[config.mk]
export PLATFORM = sky130hd
export DESIGN_NAME = sync_framed_fletcher_parser_unit
export DESIGN_NICKNAME = d
export VERILOG_FILES = /design/src/design/sfp_pkg.sv /design/src/design/sync_framed_fletcher_parser_unit.sv /design/src/design/sfp_core.sv
export SDC_FILE = /design/constraint.sdc
export NUM_CORES = 1
export LEC_CHECK = 0
export BUFFER_PORTS_ARGS = -buffer_cell sky130_fd_sc_hd__buf_4
export CORE_ASPECT_RATIO = 0.8
export CORE_UTILIZATION = 40
export CTS_CLUSTER_DIAMETER = 50
export CTS_CLUSTER_SIZE = 12
export DETAILED_ROUTE_END_ITERATION = 8
export GPL_TIMING_DRIVEN = 0
export SYNTH_ARGS = -nofsm -noshare
export SYNTH_HDL_FRONTEND = slang
export SYNTH_SLANG_ARGS = --single-unit
[constraint.sdc]
create_clock -name clk -period 7.1 [get_ports clk]
set_input_delay 1.065 -clock clk [delete_from_list [all_inputs] [get_ports clk]]
set_output_delay 1.065 -clock clk [all_outputs]
set_load 0.03 [all_outputs]
[src/design/sfp_pkg.sv]
// ----------------------------------------------------------------------------
// sfp_pkg
// Shared types and constants for the framed Fletcher packet parser.
// ----------------------------------------------------------------------------
package sfp_pkg;

  localparam int unsigned FrameLenDefault = 64;

  localparam logic [7:0] HdrFirst  = 8'h59;
  localparam logic [7:0] HdrSecond = 8'h53;
  localparam logic [7:0] ByteMask  = 8'hff;

  typedef enum logic [1:0] {
    PH_HUNT  = 2'd0,
    PH_RECV  = 2'd1,
    PH_CHECK = 2'd2,
    PH_HAND  = 2'd3
  } phase_t;

  typedef struct packed {
    logic       byte_stored;
    logic [5:0] byte_position;
    logic [7:0] byte_value;
    logic       frame_ready;
    logic       checksum_bad;
  } res_t;

endpackage

[src/design/sync_framed_fletcher_parser_unit.sv]
// ----------------------------------------------------------------------------
// sync_framed_fletcher_parser_unit
// Hunts for the 0x59 0x53 header, reports frame bytes with their positions
// and checks the trailing 8-bit Fletcher sums of each frame.
// ----------------------------------------------------------------------------
// Result path: an accepted rx beat passes through the input register, then
//   through the step logic into the result register.
// Throughput: one byte per cycle unless a full result register is held by
//   !res_ready; the state update of the parser core is the only loop.
// Reset: rst (synchronous) empties both registers and puts the parser in
//   header hunt with cleared sums and previous byte.
module sync_framed_fletcher_parser_unit #(
  parameter int unsigned FRAME_LEN = sfp_pkg::FrameLenDefault
) (
  input  logic       clk,
  input  logic       rst,
  input  logic       rx_valid,
  output logic       rx_ready,
  input  logic [7:0] rx_byte,
  output logic       res_valid,
  input  logic       res_ready,
  output logic       byte_stored,
  output logic [5:0] byte_position,
  output logic [7:0] byte_value,
  output logic       frame_ready,
  output logic       checksum_bad
);

  logic          in_valid;
  logic [7:0]    in_byte;
  logic          advance;
  sfp_pkg::res_t step_res, res;

  assign advance  = in_valid && (!res_valid || res_ready);
  assign rx_ready = !in_valid || advance;

  always_ff @(posedge clk) begin
    if (rst) begin
      in_valid <= 1'b0;
    end else if (rx_ready) begin
      in_valid <= rx_valid;
    end
  end

  always_ff @(posedge clk) begin
    if (rx_valid && rx_ready) begin
      in_byte <= rx_byte;
    end
  end

  sfp_core #(
    .FRAME_LEN(FRAME_LEN)
  ) u_core (
    .clk    (clk),
    .rst    (rst),
    .step   (advance),
    .rx_byte(in_byte),
    .res    (step_res)
  );

  // hold the result until taken; refill on each advance
  always_ff @(posedge clk) begin
    if (rst) begin
      res_valid <= 1'b0;
    end else if (advance) begin
      res_valid <= 1'b1;
    end else if (res_ready) begin
      res_valid <= 1'b0;
    end
  end

  always_ff @(posedge clk) begin
    if (advance) begin
      res <= step_res;
    end
  end

  assign byte_stored   = res.byte_stored;
  assign byte_position = res.byte_position;
  assign byte_value    = res.byte_value;
  assign frame_ready   = res.frame_ready;
  assign checksum_bad  = res.checksum_bad;

  a_one_flag: assert property (@(posedge clk) disable iff (rst)
    res_valid |-> ($countones({byte_stored, frame_ready, checksum_bad}) <= 1))
    else $error("more than one result flag set");

  a_unused_zero: assert property (@(posedge clk) disable iff (rst)
    (res_valid && !byte_stored) |-> (byte_position == 6'd0 && byte_value == 8'd0))
    else $error("position or value set on a beat with no stored byte");

  a_empty_accepts: assert property (@(posedge clk) disable iff (rst)
    !res_valid |-> rx_ready)
    else $error("input stalled while result register is empty");

  a_hold_result: assert property (@(posedge clk) disable iff (rst)
    (res_valid && !res_ready) |=> (res_valid && $stable(res)))
    else $error("result changed while stalled");

endmodule

[src/design/sfp_core.sv]
// ----------------------------------------------------------------------------
// sfp_core
// Parser state, running Fletcher sums and the per-byte step logic.
// ----------------------------------------------------------------------------
module sfp_core #(
  parameter int unsigned FRAME_LEN = sfp_pkg::FrameLenDefault
) (
  input  logic          clk,
  input  logic          rst,
  input  logic          step,
  input  logic [7:0]    rx_byte,
  output sfp_pkg::res_t res
);

  localparam int unsigned PW = ($clog2(FRAME_LEN) > 6) ? $clog2(FRAME_LEN) : 6;
  localparam logic [PW-1:0] HighPos = PW'(FRAME_LEN - 2);
  localparam logic [PW-1:0] LastPos = PW'(FRAME_LEN - 1);
  localparam logic [PW-1:0] FirstPos = PW'(2);

  sfp_pkg::phase_t phase, phase_next;
  logic [7:0]    previous_byte;
  logic [PW-1:0] write_position, write_position_next;
  logic [7:0]    sum_first, sum_first_next;
  logic [7:0]    sum_second, sum_second_next;
  logic [7:0]    expected_high, expected_low;
  logic          load_high, load_low;
  logic [7:0]    sum_first_add;

  assign sum_first_add = sum_first + rx_byte;

  always_comb begin
    phase_next          = phase;
    write_position_next = write_position;
    sum_first_next      = sum_first;
    sum_second_next     = sum_second;
    load_high           = 1'b0;
    load_low            = 1'b0;
    res                 = '0;
    unique case (phase)
      sfp_pkg::PH_HUNT: begin
        if (previous_byte == sfp_pkg::HdrFirst && rx_byte == sfp_pkg::HdrSecond) begin
          res.byte_stored     = 1'b1;
          res.byte_position   = 6'd1;
          res.byte_value      = rx_byte;
          write_position_next = FirstPos;
          sum_first_next      = '0;
          sum_second_next     = '0;
          phase_next          = sfp_pkg::PH_RECV;
        end
      end
      sfp_pkg::PH_RECV: begin
        res.byte_stored   = 1'b1;
        res.byte_position = write_position[5:0];
        res.byte_value    = rx_byte;
        if (write_position < HighPos) begin
          sum_first_next  = sum_first_add;
          sum_second_next = sum_second + sum_first_add;
        end else if (write_position == HighPos) begin
          load_high = 1'b1;
        end else begin
          load_low = 1'b1;
        end
        write_position_next = write_position + 1'b1;
        // last frame byte: move on to the check beat
        if (write_position == LastPos) begin
          phase_next = sfp_pkg::PH_CHECK;
        end
      end
      sfp_pkg::PH_CHECK: begin
        if (sum_first == expected_high && sum_second == expected_low) begin
          phase_next = sfp_pkg::PH_HAND;
        end else begin
          res.checksum_bad = 1'b1;
          phase_next       = sfp_pkg::PH_HUNT;
        end
      end
      sfp_pkg::PH_HAND: begin
        res.frame_ready = 1'b1;
        phase_next      = sfp_pkg::PH_HUNT;
      end
      default: begin
        phase_next = sfp_pkg::PH_HUNT;
      end
    endcase
  end

  always_ff @(posedge clk) begin
    if (rst) begin
      phase          <= sfp_pkg::PH_HUNT;
      previous_byte  <= '0;
      write_position <= '0;
      sum_first      <= '0;
      sum_second     <= '0;
    end else if (step) begin
      phase          <= phase_next;
      previous_byte  <= rx_byte & sfp_pkg::ByteMask;
      write_position <= write_position_next;
      sum_first      <= sum_first_next;
      sum_second     <= sum_second_next;
    end
  end

  // expected sums are always written before the check reads them
  always_ff @(posedge clk) begin
    if (step && load_high) begin
      expected_high <= rx_byte;
    end
    if (step && load_low) begin
      expected_low <= rx_byte;
    end
  end

endmodule
# Yosys cells after proc, flatten, opt, wreduce, memory -nomap -nowiden
# Cells that the tools add are included.
# Widths: inputs -> output; s select.
word_totals:
  out_inout_bits: 19
  input_bits: 12
  ff_bits: 75
  elab_cells: 70
op_classes:
  n_reduce_logical: 16
  n_mux: 23
  addsub: 3
  eq_ne: 12
  order_cmp: 1
ops:
  columns: ["operator", "n"]
  rows:
  - ["$pmux 8 s2", 2]
  - ["$pmux 15 s2", 1]
  - ["$mux 8", 3]
  - ["$add 8x8->8", 2]
  - ["$eq 8x7->1 const B", 2]
  - ["$eq 8x8->1", 2]
  - ["$mux 15", 1]
  - ["$eq 6x6->1 const B", 2]
  - ["$pmux 6 s2", 1]
  - ["$mux 1", 10]
  - ["$pmux 2 s4", 1]
  - ["$add 6x1->6 const B", 1]
  - ["$logic_and 1x1->1", 6]
  - ["$lt 6x6->1 const B", 1]
  - ["$mux 2", 3]
  - ["$mux 6", 1]
  - ["$ne 2x1->1 const B", 3]
  - ["$reduce_and 3->1", 2]
  - ["$eq 2x2->1 const B", 2]
  - ["$reduce_and 4->1", 1]
  - ["$reduce_bool 2->1", 2]
  - ["$eq 2x1->1 const B", 1]
  - ["$logic_not 1->1", 2]
  - ["$logic_not 2->1", 1]
  - ["$logic_or 1x1->1", 2]

# Longest topological paths before layout
# Gate-level depths: netlist (run 1).
logic_depth:
  ltp_word: 5
  mapped_depth: 12
  depth_no_buf: 12

# By module
# A second synthesis (run 1) with hierarchy kept.
hier_totals:
  hier_cells: 302
  hier_area_um2: 3534.6
modules_own_cells:
  columns: ["mod", "cells_per_inst", "instances", "area_each_um2", "seq_area_each_um2"]
  rows:
  - ["sfp_core", 267, 1, 2680.1, 1121.1]
  - ["sync_framed_fletcher_parser_unit", 35, 1, 854.6, 790.8]

# Worst setup path after synthesis (run 1)
# Ideal clock, no wire load.
synth_timing:
  path_type: "register to register"
  startpoint: "register in_byte[0]"
  endpoint: "register u_core.sum_second[7]"
  arrival_time_ns: 2.945
  path_slack_ns: 4.091
  required_ns: 7.036
  path_buffers: 0
  setup_time_ns: 0.064
  period_less_slack_ns: 3.009
  stages_incl_launch_ff: 12
  path_cell_list: "edfxtp_1 ha_1 fa_1 a21o_1 a21o_1 a2111o_1 o311ai_0 ha_1 a21oi_1 nor2_1 or3_1 nand4_1"
synth_via:
  elab_chain_cells: 4
  word_cells_on_any_way: 8
  cone_classes: "add/sub: 2; eq/ne: 2; mux: 2; reduce/logical: 2"
synth_rtl:
  columns: ["element", "line_no", "source"]
  rows:
  - ["start: declaration", "sync_framed_fletcher_parser_unit.sv:30", "logic [7:0] in_byte;"]
  - ["start signal: assignment", "sync_framed_fletcher_parser_unit.sv:47", "in_byte <= rx_byte;"]
  - ["$add 8x8->8 or $eq 8x7->1 (tied branches)", "sfp_core.sv:29, sfp_core.sv:41", null]
  - ["$add 8x8->8 or $logic_and 1x1->1 (tied branches)", "sfp_core.sv:57, sfp_core.sv:41", null]
  - ["$mux 8 or $ne 2x1->1 (tied branches)", null, null]
  - ["$pmux 8 s2 or $reduce_and 4->1 (tied branches)", null, null]
  - ["end signal: assignment", "sfp_core.sv:99", "sum_second <= sum_second_next;"]
  - ["end: declaration", "sfp_core.sv:24", "logic [7:0] sum_second, sum_second_next;"]
# Several ways; a longest one is shown, not always the timed one. The select of a mux whose other input is x is not followed.
# A chain may end at the register's enable or synchronous reset.

# Worst setup path in the final report (run 1)
# Ends and elaborated chain as after synthesis.

==> results by group, run 1 <==
Global routing
  • Global-route wire length before repair: between 10000 and 15000 um
  • Overall overflow remaining after global route: 0
  • Number of global-route vias before repair: about 2300
  • Pin count of the biggest net entering global routing: 27
  • Number of antenna violations at the first check in global routing: 0
  • All-Layer GR Usage: 17.93%

Final layout
  • FILL cells: a little under 800
  • Number of antenna diodes: 0
  • Commonest cells after routing, fill and taps aside: 41 x sky130_fd_sc_hd__edfxtp_1, 34 x sky130_fd_sc_hd__a21oi_1, 34 x sky130_fd_sc_hd__nand2_1, 34 x sky130_fd_sc_hd__dfxtp_1, 29 x sky130_fd_sc_hd__buf_4
  • Leading cell type in the layout, fill and taps excluded: sky130_fd_sc_hd__edfxtp_1
  • Area growth, synth to finish: 15.99%
  • Post-layout instance count excluding filler cells: about 490
  • Proportion of layout cells with a drive suffix above 1: 13.65%
  • # nets final: 406

STA
  • Final max-slew violation count: 0
  • Upper clock frequency limit: around 290 MHz
  • Tcrit/Tclk final: 48.21%
  • Time the final worst path needs with I/O delays and setup: roughly 3.4 ns
  • Setup TNS: 0 ns
  • Number of endpoints failing setup at the final stage: 0
  • Tightest slew margin relative to the limit: roughly 29%
  • Slew at the pin closest to its max-slew limit: 1.060 ns
  • Fin Clk Skew: a little under 0.008 ns
  • Setup repair after global routing missed its margin: false
  • Final Hold Vio Count: 0

Placed design
  • Final RePlAce weighted congestion: around 0.8
  • Total instance count after detailed placement: between 400 and 500
  • PortBufs: 29
  • Half-perimeter wire length after detailed placement: roughly 5500 um

Flow run
  • Number of maximum-capacitance constraint violations: 0

Power and ir drop
  • Switching portion of total power: between 20% and 30%
  • Leakage Power: between 1.5 and 2 nW
  • Power per standard cell area: around 210 mW/mm2
  • Power share of the sequential group: between 50% and 60%
  • Net switching component of the power: about 0.2 mW
  • Combinational cell fraction of total power: 5.4%
  • Worst VDD drop: between 0.0001 and 0.00015 V
  • P_int: 0.6823 mW
  • Clk pwr share: between 40% and 50%

Logic synthesis
  • XOR/XNOR Fraction of Synth Area: under 10%
  • Count of state elements after synthesis: 75
  • Synthesized-area fraction occupied by and/or/nand/nor cells: 19.23%
  • Proportion of synthesized flip-flops having asynchronous set or reset: 0%
  • Combinational family with the most area after synthesis: simple AND/OR/NAND/NOR gates
  • Unique masters post-synth: between 40 and 50
  • Portion of the post-synthesis area used by sequential elements: 53.22%
  • Post-synth design cell area: ~0.0036 mm2
  • Per-instance average area after synthesis: 10.69 um2
  • Number of nets produced by synthesis: roughly 370
  • Fraction of synthesized area in multiplexers: 0.5573%
  • Area share of fa/ha/maj cells after synthesis: under 10%
  • EDFF count, synth: between 40 and 50
  • Compound-Gate Fraction of Synth Area: ~12%
  • Most used flip-flop cell after synthesis: sky130_fd_sc_hd__edfxtp_1
  • Synth Warn #: 0
  • Mapped Cells: roughly 340

Floorplan
  • Effective utilization at floorplan: 41.79%
  • Ports placed on the boundary: 31
  • Die width: between 100 and 150 um
  • Die area: between 0.009 and 0.01 mm2
  • Number of cell rows: 30
  • Core area: 0.008596 mm2
  • Chip height: about 87 um

Worst hold path
  • Worst hold path cell count: 2
  • Hold Crit Endpoint: u_core.previous_byte[2]$_SDFFE_PP0P_
  • Hold path start: u_core.previous_byte[2]$_SDFFE_PP0P_
  • Hold WC Path Type: reg -> reg

CTS
  • Number of hold-repair buffers added at the cts stage: 0
  • Number of setup buffers added after CTS: 0
  • Clock slew at reported path FFs: about 0.08 ns
  • Clock tree from TritonCTS: built
  • Number of sinks on the clock net: 75
  • Number of gates resized after CTS: 0
  • Maximum buffer depth of the clock tree: 2
  • CTS Buf Count: 9
  • Deepest level of the CTS H-tree: 3
  • Clock Root Buffer: sky130_fd_sc_hd__clkbuf_8
  • Latest clock arrival within the worst-skew pair: around 0.36 ns

Outcome
  • Status: finished, final reports clean

Worst setup path
  • Maximum fanout along the worst path: 6
  • Crit path kind: reg -> reg
  • Data arrival time of the worst path: 3.72 ns
  • Setup slack on the worst flop-to-flop path: roughly 3.7 ns
  • Startpoint of the lowest-slack register-to-register path: in_byte[0]$_DFFE_PP_
  • Worst EP required: approximately 7.4 ns
  • Cell count of the worst reg-to-reg path: 11
  • CP max-delay cell: sky130_fd_sc_hd__edfxtp_1
  • CP max stage delay: around 0.49 ns
  • Element type at the critical path start: register
  • Category of cells accounting for the largest share of critical-path delay: compound AO/OA/AOI/OAI gates
  • Kind of end point of the critical path: register
  • Cells traversed along the worst timing path: ha_1 > fa_1 > a21o_1 > a21o_1 > a2111o_1 > o311ai_0 > ha_1 > a21oi_1 > nor2_1 > or3_1 > nand4_1
  • Worst Path Buf+Inv: 0
  • Reg2Reg Capture Point: u_core.sum_second[7]$_SDFFE_PP0P_

Detailed routing
  • Iteration-0 DRC count of the detailed router: approximately 120
  • Total length of routed wires: around 7800 um
  • Total number of vias: between 2000 and 3000
  • ANT nets after route: 0
  • WL per Instance: approximately 16 um
  • Initial DRT Pass Iterations: 4
  • Number of vias per cell after detailed routing: between 5 and 6
  • Number of design rule violations left after detail routing: 0
## cell type report
type                    count  area (um2)  share of cell area, %
plain buffers              12       47.55                  1.141
clock buffers              10       127.6                  3.063
clock inverters             6       88.84                  2.132
inverters                  13       48.80                  1.171
multi-input cells         236        1584                  38.02
flip-flops and latches     75        1912                  45.89
well taps                 112       140.1                  3.363
repair buffers             29       217.7                  5.225
## cell usage after synthesis, drive strengths merged, types with 3 or more instances
| library cell | count | area (um2) |
|---|---|---|
| dfxtp | 34 | 680.7 |
| edfxtp | 41 | 1231 |
| inv | 12 | 45.04 |
| a22oi | 5 | 37.54 |
| a21o | 3 | 22.52 |
| nand4 | 7 | 50.05 |
| xor2 | 3 | 26.28 |
| and2 | 17 | 106.4 |
| nor2 | 19 | 71.32 |
| o21ai | 5 | 25.02 |
| nor3b | 3 | 27.52 |
| clkbuf | 10 | 37.54 |
| nor2b | 5 | 31.28 |
| xnor2 | 22 | 192.7 |
| or3 | 3 | 18.77 |
| ha | 16 | 200.2 |
| and4bb | 4 | 50.05 |
| a21oi | 35 | 186.4 |
| nand2 | 34 | 127.6 |
| nor3 | 8 | 40.04 |
| nand3 | 15 | 75.07 |
| nand2b | 4 | 25.02 |
## state kept, by name, summed over array words and instances (netlist names)
name / flops
byte_position: 6
byte_stored: 1
byte_value: 8
checksum_bad: 1
frame_ready: 1
in_byte: 8
in_valid: 1
res_valid: 1
u_core.expected_high: 8
u_core.expected_low: 8
u_core.phase: 2
u_core.previous_byte: 8
u_core.sum_first: 8
u_core.sum_second: 8
u_core.write_position: 6
## worst register-to-register path, cell delays in order, from the launching register on
cell	delay, ns
sky130_fd_sc_hd__edfxtp_1	0.49
sky130_fd_sc_hd__ha_1	0.27
sky130_fd_sc_hd__fa_1	0.41
sky130_fd_sc_hd__a21o_1	0.18
sky130_fd_sc_hd__a21o_1	0.21
sky130_fd_sc_hd__a2111o_1	0.42
sky130_fd_sc_hd__o311ai_0	0.20
sky130_fd_sc_hd__ha_1	0.39
sky130_fd_sc_hd__a21oi_1	0.29
sky130_fd_sc_hd__nor2_1	0.07
sky130_fd_sc_hd__or3_1	0.35
sky130_fd_sc_hd__nand4_1	0.10
## power by group through the flow
stage	sequential (mW)	clock (mW)	combinational, mW
global route	0.475	0.384	0.0521
floorplan	0.488	0	0.0231
finish	0.474	0.361	0.0479
global placement	0.484	0	0.0469
detailed placement	0.484	0	0.0477
CTS	0.474	0.369	0.0480
## metal layers
metal	track usage [%]	share of wire, %	wire (um)
met4	4.483	1.0	81
met2	25.13	42	3315
met3	5.188	6.0	467
met5	0	0	0
met1	26.76	51	3946
## how the worst max path moves through the flow
stage,from,end,slack (ns),cells past startpoint
after global routing,res_ready,u_core.sum_first[7]$_SDFFE_PP0P_,3.50,8
after CTS,in_byte[0]$_DFFE_PP_,u_core.sum_second[7]$_SDFFE_PP0P_,3.69,11
final,in_byte[0]$_DFFE_PP_,u_core.sum_second[7]$_SDFFE_PP0P_,3.68,11
after floorplan,in_byte[0]$_DFFE_PP_,u_core.sum_second[7]$_SDFFE_PP0P_,4.09,11
after global placement,res_ready,u_core.sum_second[6]$_SDFFE_PP0P_,3.43,8
after detailed placement,res_ready,u_core.sum_first[7]$_SDFFE_PP0P_,3.41,8
## kinds of logic (layout without fill, tap and decap cells)
kind of cell    Yosys count  count (layout)
compound gates           63              63
mux                       2               2
flops                    75              75
xor+xnor                 25              25
buf+inv                  25              70
simple gates            128             128
fa+ha+maj                18              18
## metrics by stage
step / setup slack [ns] / cell area, um2 / total power [mW] / util, % / hold slack, ns
after floorplan: 4.091 / 3592 / 0.5112 / - / 0.4318
after global placement: 3.434 / 3950 / 0.5306 / 45.95 / 0.4372
after detailed placement: 3.405 / 3950 / 0.5315 / 45.95 / 0.4436
after CTS: 3.691 / 4167 / 0.8908 / 48.47 / 0.4545
after global routing: 3.499 / 4167 / 0.9113 / 48.47 / 0.4819
final: 3.677 / 4167 / 0.8831 / 48.47 / 0.4525
Power figures use the tool's default switching activity.
==> run 2, diff against run 1 <==
clock period = 3 ns   (was 7.1 ns; I/O delays follow)
==> run 2 against run 1 <==
Effect of this change:
- global-route usage rose by 0.18 points
- sequential power rose by 140%
- setup slack got worse by 3.7 ns
- clock skew rose by 0.0046 ns
- clock power rose by 120%
- clock-buffer cell count rose by 2
- worst hold slack got worse by 0.18 ns
- critical path depth fell by 2
- register-to-register slack got worse by 3.7 ns
- critical endpoint unchanged
- largest power group unchanged
- highest routed layer unchanged
==> results by group, run 2 (synthesis results as in run 1) <==
Global routing
  • Number of antenna violations at the first check in global routing: 0 (unchanged)
  • Pin count of the biggest net entering global routing: 27 (unchanged)
  • All-Layer GR Usage: 18.10% (+0.18 points)
  • Global-route wire length before repair: 12640 um (+2.9%)
  • Number of global-route vias before repair: 2417 (+3.8%)
  • Overall overflow remaining after global route: 0 (unchanged)

STA
  • Time the final worst path needs with I/O delays and setup: 2.981 ns (-0.4425 ns)
  • Tightest slew margin relative to the limit: 24.02% (-4.8 points)
  • Final max-slew violation count: 0 (unchanged)
  • Hold slack final: 0.2725 ns (-0.1800 ns)
  • Number of endpoints failing setup at the final stage: 0 (unchanged)
  • Tcrit/Tclk final: 99.36% (+51 points)
  • Slew at the pin closest to its max-slew limit: 1.131 ns (+0.07113 ns)
  • Upper clock frequency limit: 335.5 MHz (+15%)
  • Fin Clk Skew: 0.01250 ns (+0.004601 ns)
  • Final Hold Vio Count: 0 (unchanged)
  • Setup repair after global routing missed its margin: true

Floorplan
  • Effective utilization at floorplan: 41.79% (unchanged)
  • Number of cell rows: 30 (unchanged)
  • Chip height: 86.76 um (unchanged)
  • Die width: 108.0 um (unchanged)
  • Core area: 0.008596 mm2 (unchanged)
  • Ports placed on the boundary: 31 (unchanged)
  • Die area: 0.009366 mm2 (unchanged)

Final layout
  • Total area of multi-input combinational cells: 0.001620 mm2 (+2.3%)
  • Proportion of layout cells with a drive suffix above 1: 17.05% (+3.4 points)
  • FILL cells: 803 (+3.3%)
  • Leading cell type in the layout, fill and taps excluded: sky130_fd_sc_hd__edfxtp_1
  • Number of antenna diodes: 0 (unchanged)
  • Post-layout utilization of the core: 49.33% (+0.86 points)
  • Commonest cells after routing, fill and taps aside: 41 x sky130_fd_sc_hd__edfxtp_1, 35 x sky130_fd_sc_hd__buf_4, 34 x sky130_fd_sc_hd__nand2_1, 34 x sky130_fd_sc_hd__dfxtp_1, 33 x sky130_fd_sc_hd__a21oi_1
  • # nets final: 412 (+1.5%)
  • Area growth, synth to finish: 18.04%
  • Register area: 0.001912 mm2 (unchanged)

CTS
  • CTS Buf Count: 9 (unchanged)
  • Clock Root Buffer: sky130_fd_sc_hd__clkbuf_8
  • Deepest level of the CTS H-tree: 3 (unchanged)
  • Clock tree from TritonCTS: built
  • Number of hold-repair buffers added at the cts stage: 0 (unchanged)
  • Clock slew at reported path FFs: 0.08 ns (about the same)
  • Maximum buffer depth of the clock tree: 2 (unchanged)
  • Latest clock arrival within the worst-skew pair: 0.35 ns (about the same)
  • Number of sinks on the clock net: 75 (unchanged)

Detailed routing
  • ANT nets after route: 0 (unchanged)
  • Total number of vias: 2581 (-0.46%)
  • Number of vias per cell after detailed routing: 5.172 (-1.7%)
  • Total length of routed wires: 7849 um (+0.49%)
  • Number of design rule violations left after detail routing: 0 (unchanged)
  • Iteration-0 DRC count of the detailed router: 102 (-16%)
  • WL per Instance: 15.73 um (-0.72%)
  • Initial DRT Pass Iterations: 4 (unchanged)

Power and ir drop
  • Combinational cell fraction of total power: 6.1% (+0.7 points)
  • Clk pwr share: 39.5% (-1.4 points)
  • Power per standard cell area: 484.7 mW/mm2 (+130%)
  • P_int: 1.586 mW (+130%)
  • Power share of the sequential group: 54.5% (+0.9 points)
  • Switching portion of total power: 22.82% (+0.083 points)
  • Net switching component of the power: 0.4691 mW (+130%)
  • Worst VDD drop: 0.0005135 V (+260%)
  • Leakage Power: 1.553 nW (+2.0%)

Placed design
  • Final RePlAce weighted congestion: 0.7917 (+0.18%)
  • Half-perimeter wire length after detailed placement: 5666 um (+2.2%)
  • PortBufs: 29 (unchanged)

Worst setup path
  • Element type at the critical path start: register
  • Crit path kind: reg -> reg
  • CP max-delay cell: sky130_fd_sc_hd__fa_2
  • Maximum fanout along the worst path: 3 (-3)
  • Kind of end point of the critical path: register
  • Cells traversed along the worst timing path: ha_2 > fa_2 > ha_1 > a21o_1 > a211o_1 > a2111oi_4 > nor2_1 > or3_1 > nand4_1
  • Worst EP required: 3.29 ns (-4.11 ns)
  • Setup slack on the worst flop-to-flop path: 0.02 ns (-3.66 ns)
  • Data arrival time of the worst path: 3.27 ns (-0.45 ns)
  • CP max stage delay: 0.56 ns (+0.07 ns)

Outcome
  • Status: finished, final reports clean

Flow run
  • Number of maximum-capacitance constraint violations: 0 (unchanged)

Worst hold path
  • Hold WC Path Type: in -> reg
[run 2: cell types whose count changed in the layout (fill, tap and decap cells not counted), sizes merged]
cell,previous run,this run
buf,31,37
bufinv,2,1
clkbuf,20,22
clkinv,2,3
clkinvlp,2,1
inv,13,12
[run 2: layer usage]
metal | GRT usage [%] | routed length [um] | part of all wire, %
met5 | 0 | 0 | 0
met4 | 5.479 | 93 | 1.2
met3 | 4.586 | 387 | 4.9
met2 | 26.58 | 3338 | 43
met1 | 26.11 | 4030 | 51
[run 2: power by group through the flow]
stage / clock [mW] / combinational, mW / sequential [mW]
CTS: 0.824 / 0.122 / 1.12
global placement: 0 / 0.112 / 1.14
global route: 0.864 / 0.137 / 1.12
finish: 0.811 / 0.125 / 1.12
detailed placement: 0 / 0.113 / 1.15
floorplan: 0 / 0.0554 / 1.16
[run 2: repair_timing]
item | in CTS | in global routing
pin swaps | 4 | 3
endpoints found under the setup margin | 2 | 10
gates resized for setup | 7 | 2
buffers inserted | 5 | 1
[run 2: final cells by class]
type	count	share of cell area, %
multi-input combinational	236	38.21
clock inverter	4	1.151
timing repair buffer	35	6.197
clock buffer	12	3.688
buffer	12	1.121
inverter	13	1.239
sequential	75	45.09
tap	112	3.305
[run 2: critical path: cells and delay by family, from the launching register on]
kind	cells	cell delay [ns]
AOI/OAI and AO/OA	3	0.96
adders and majority gates	3	1.01
and+or+nand+nor	3	0.54
DFF	1	0.42
[run 2: worst paths after layout]
path                                         from                                    to  cells after the start
max                          in_byte[0]$_DFFE_PP_     u_core.sum_second[7]$_SDFFE_PP0P_                      9
min                                    rx_byte[2]                  in_byte[2]$_DFFE_PP_                      1
max reg2reg                  in_byte[0]$_DFFE_PP_     u_core.sum_second[7]$_SDFFE_PP0P_                      9
min reg2reg  u_core.previous_byte[2]$_SDFFE_PP0P_  u_core.previous_byte[2]$_SDFFE_PP0P_                      2
[run 2: stage by stage]
step	setup TNS [ns]	area, um2	setup WS (ns)	total power, mW	cells
floorplan	0	3596	0.03850	1.210	336
global placement	-0.9670	3954	-0.2424	1.257	477
detailed placement	-0.8210	3954	-0.3012	1.258	477
CTS	0	4222	0.009748	2.066	498
global route	-0.1029	4240	-0.08545	2.123	499
finish	0	4240	0.01925	2.055	499
==> run 3, diff against run 2 <==
GPL_TIMING_DRIVEN = 1   (was 0)
==> run 3 against run 2 <==
Effect of this change:
- first-iteration DRC count fell by 5.9%
- register-to-register slack gained 0.04 ns
- via count is 1.2% higher
- global-route usage hardly changed
- combinational power up 11%
- total power rose by 4.8%
- clock-buffer cell count decreased by 2
- worst hold slack got worse by 0.0080 ns
- die area unchanged
- core utilization is 1.4 points higher
- sequential power barely moved
- critical path type unchanged
- largest power group unchanged
==> results by group, run 3 (synthesis results as in run 1) <==
STA
  • Upper clock frequency limit: 340.3 MHz (+1.4%)
  • Setup repair after global routing missed its margin: true
  • Final max-slew violation count: 0 (unchanged)
  • Time the final worst path needs with I/O delays and setup: 2.939 ns (-0.04195 ns)
  • Fin Clk Skew: 0.01312 ns (+0.0006204 ns)
  • Tcrit/Tclk final: 97.96% (-1.4 points)
  • Number of endpoints failing setup at the final stage: 0 (unchanged)
  • Tightest slew margin relative to the limit: 59.08% (+35 points)
  • Slew at the pin closest to its max-slew limit: 0.6082 ns (-0.5229 ns)
  • Final Hold Vio Count: 0 (unchanged)
  • Setup TNS: 0 ns (unchanged)

Floorplan
  • Die area: 0.009366 mm2 (unchanged)
  • Die width: 108.0 um (unchanged)
  • Effective utilization at floorplan: 41.79% (unchanged)
  • Core area: 0.008596 mm2 (unchanged)
  • Number of cell rows: 30 (unchanged)
  • Ports placed on the boundary: 31 (unchanged)
  • Chip height: 86.76 um (unchanged)

Worst setup path
  • Element type at the critical path start: register
  • Cells traversed along the worst timing path: ha_4 > fa_2 > a21o_1 > a21o_1 > xor2_2 > ha_1 > inv_2 > nor2_2 > a2111oi_4 > buf_4 > nor3_1 > mux2i_1 > nand4_1
  • Crit path kind: reg -> reg
  • Kind of end point of the critical path: register
  • Data arrival time of the worst path: 3.17 ns (-0.10 ns)
  • CP max stage delay: 0.44 ns (-0.12 ns)
  • Maximum fanout along the worst path: 3 (unchanged)
  • Most used cell along the critical path: sky130_fd_sc_hd__a21o_1
  • CP max-delay cell: sky130_fd_sc_hd__edfxtp_1
  • Worst EP required: 3.24 ns (-0.05 ns)

Global routing
  • Met3 Use GR: 4.662% (+0.075 points)
  • Number of antenna violations at the first check in global routing: 0 (unchanged)
  • GR peak layer: met1
  • Pin count of the biggest net entering global routing: 37 (+37%)
  • Overall overflow remaining after global route: 0 (unchanged)
  • Met1 track demand over resource: 26.67% (+0.56 points)
  • All-Layer GR Usage: 18.06% (-0.047 points)
  • Met2 track demand over resource in global routing: 25.65% (-0.93 points)
  • Global-route wire length before repair: 12560 um (-0.65%)
  • Number of global-route vias before repair: 2398 (-0.79%)

Final layout
  • Commonest cells after routing, fill and taps aside: 50 x sky130_fd_sc_hd__buf_4, 41 x sky130_fd_sc_hd__edfxtp_1, 34 x sky130_fd_sc_hd__nand2_1, 34 x sky130_fd_sc_hd__dfxtp_1, 32 x sky130_fd_sc_hd__a21oi_1
  • Area growth, synth to finish: 21.46%
  • Area of all placed cells without fillers: 0.004363 mm2 (+2.9%)
  • Leading cell type in the layout, fill and taps excluded: sky130_fd_sc_hd__buf_4
  • Number of antenna diodes: 0 (unchanged)
  • # nets final: 415 (+0.73%)
  • Proportion of layout cells with a drive suffix above 1: 21.03% (+4.0 points)

CTS
  • CTS Buf Count: 9 (unchanged)
  • Number of sinks on the clock net: 75 (unchanged)
  • Clock tree from TritonCTS: built
  • Maximum buffer depth of the clock tree: 2 (unchanged)
  • Clock slew at reported path FFs: 0.09 ns (about the same)
  • Clock Root Buffer: sky130_fd_sc_hd__clkbuf_8
  • Latest clock arrival within the worst-skew pair: 0.36 ns (about the same)
  • Deepest level of the CTS H-tree: 3 (unchanged)

Power and ir drop
  • P_int: 1.661 mW (+4.7%)
  • Power share of the sequential group: 51.7% (-2.8 points)
  • Power per standard cell area: 493.8 mW/mm2 (+1.9%)
  • Net switching component of the power: 0.4933 mW (+5.2%)
  • Leakage Power: 1.630 nW (+5.0%)
  • Switching portion of total power: 22.90% (+0.076 points)
  • Worst VDD drop: 0.0002563 V (-50%)
  • Combinational cell fraction of total power: 6.5% (+0.4 points)
  • Clk pwr share: 41.8% (+2.3 points)

Detailed routing
  • Number of vias per cell after detailed routing: 5.203 (+0.60%)
  • Number of design rule violations left after detail routing: 0 (unchanged)
  • Total length of routed wires: 7910 um (+0.78%)
  • Total number of vias: 2612 (+1.2%)
  • Iteration-0 DRC count of the detailed router: 96 (-5.9%)
  • Initial DRT Pass Iterations: 4 (unchanged)
  • ANT nets after route: 0 (unchanged)
  • WL per Instance: 15.76 um (+0.17%)

Flow run
  • Number of maximum-capacitance constraint violations: 0 (unchanged)

Worst hold path
  • Hold WC Path Type: in -> reg

Outcome
  • Status: finished, final reports clean

Placed design
  • Placed inst area: 0.004041 mm2 (+2.2%)
  • Half-perimeter wire length after detailed placement: 5572 um (-1.7%)
  • Final RePlAce weighted congestion: 0.8799 (+11%)
  • PortBufs: 30 (+3.4%)
[run 3: final cells by class]
type,count,area (um2)
clock buffers,10,137.6
clock inverters,6,95.09
fillers,789,4233
inverters,13,48.80
multi-input cells,236,1654
flip-flops and latches,75,1912
well taps,112,140.1
repair buffers,50,375.4
[run 3: metal layers]
metal	vias to the layer above	part of all wire, %
li1	1306	-
met1	1235	51
met2	61	42
met3	10	4.9
met4	0	1.3
met5	-	0
[run 3: per-stage QoR]
stage / util, % / setup WS [ns] / hold slack, ns / total power, mW / cells
after floorplan: - / 0.03850 / 0.4318 / 1.210 / 336
after detailed placement: 47.02 / -0.06466 / 0.4431 / 1.268 / 483
final: 50.76 / 0.06120 / 0.2645 / 2.154 / 502
after global placement: 47.02 / 0.02583 / 0.4385 / 1.267 / 483
after CTS: 49.75 / 0.02609 / 0.2499 / 2.166 / 499
after global routing: 50.76 / -0.05448 / 0.2363 / 2.226 / 502
[run 3: repair_timing]
item	4_1_cts	5_1_grt
hold buffers	0	0
buffers inserted	0	3
gates resized for setup	2	11
setup endpoints to repair	1	2
cloned	0	0
pin swaps	3	8
[run 3: worst paths after layout]
kind                                         from                                    to  slack (ns)  cells after the start
max                          in_byte[0]$_DFFE_PP_     u_core.sum_second[7]$_SDFFE_PP0P_        0.06                     13
min                                    rx_byte[6]                  in_byte[6]$_DFFE_PP_        0.26                      1
min reg2reg  u_core.previous_byte[3]$_SDFFE_PP0P_  u_core.previous_byte[3]$_SDFFE_PP0P_        0.46                      2
max reg2reg                  in_byte[0]$_DFFE_PP_     u_core.sum_second[7]$_SDFFE_PP0P_        0.06                     13
[run 3: critical path, delay by kind of cell (launching register included)]
| family | cells | cell delay [ns] |
|---|---|---|
| mux | 1 | 0.13 |
| flops | 1 | 0.44 |
| compound gates | 3 | 0.77 |
| simple gates | 3 | 0.18 |
| buf+inv | 2 | 0.24 |
| fa+ha+maj | 3 | 0.90 |
| xor+xnor | 1 | 0.17 |
[run 3: power groups by stage]
stage                     combinational (mW)  clock, mW  sequential (mW)
after floorplan                       0.0554          0             1.16
after global placement                 0.130          0             1.14
after detailed placement               0.131          0             1.14
after CTS                              0.132      0.920             1.11
after global routing                   0.151      0.958             1.12
final                                  0.139      0.901             1.11
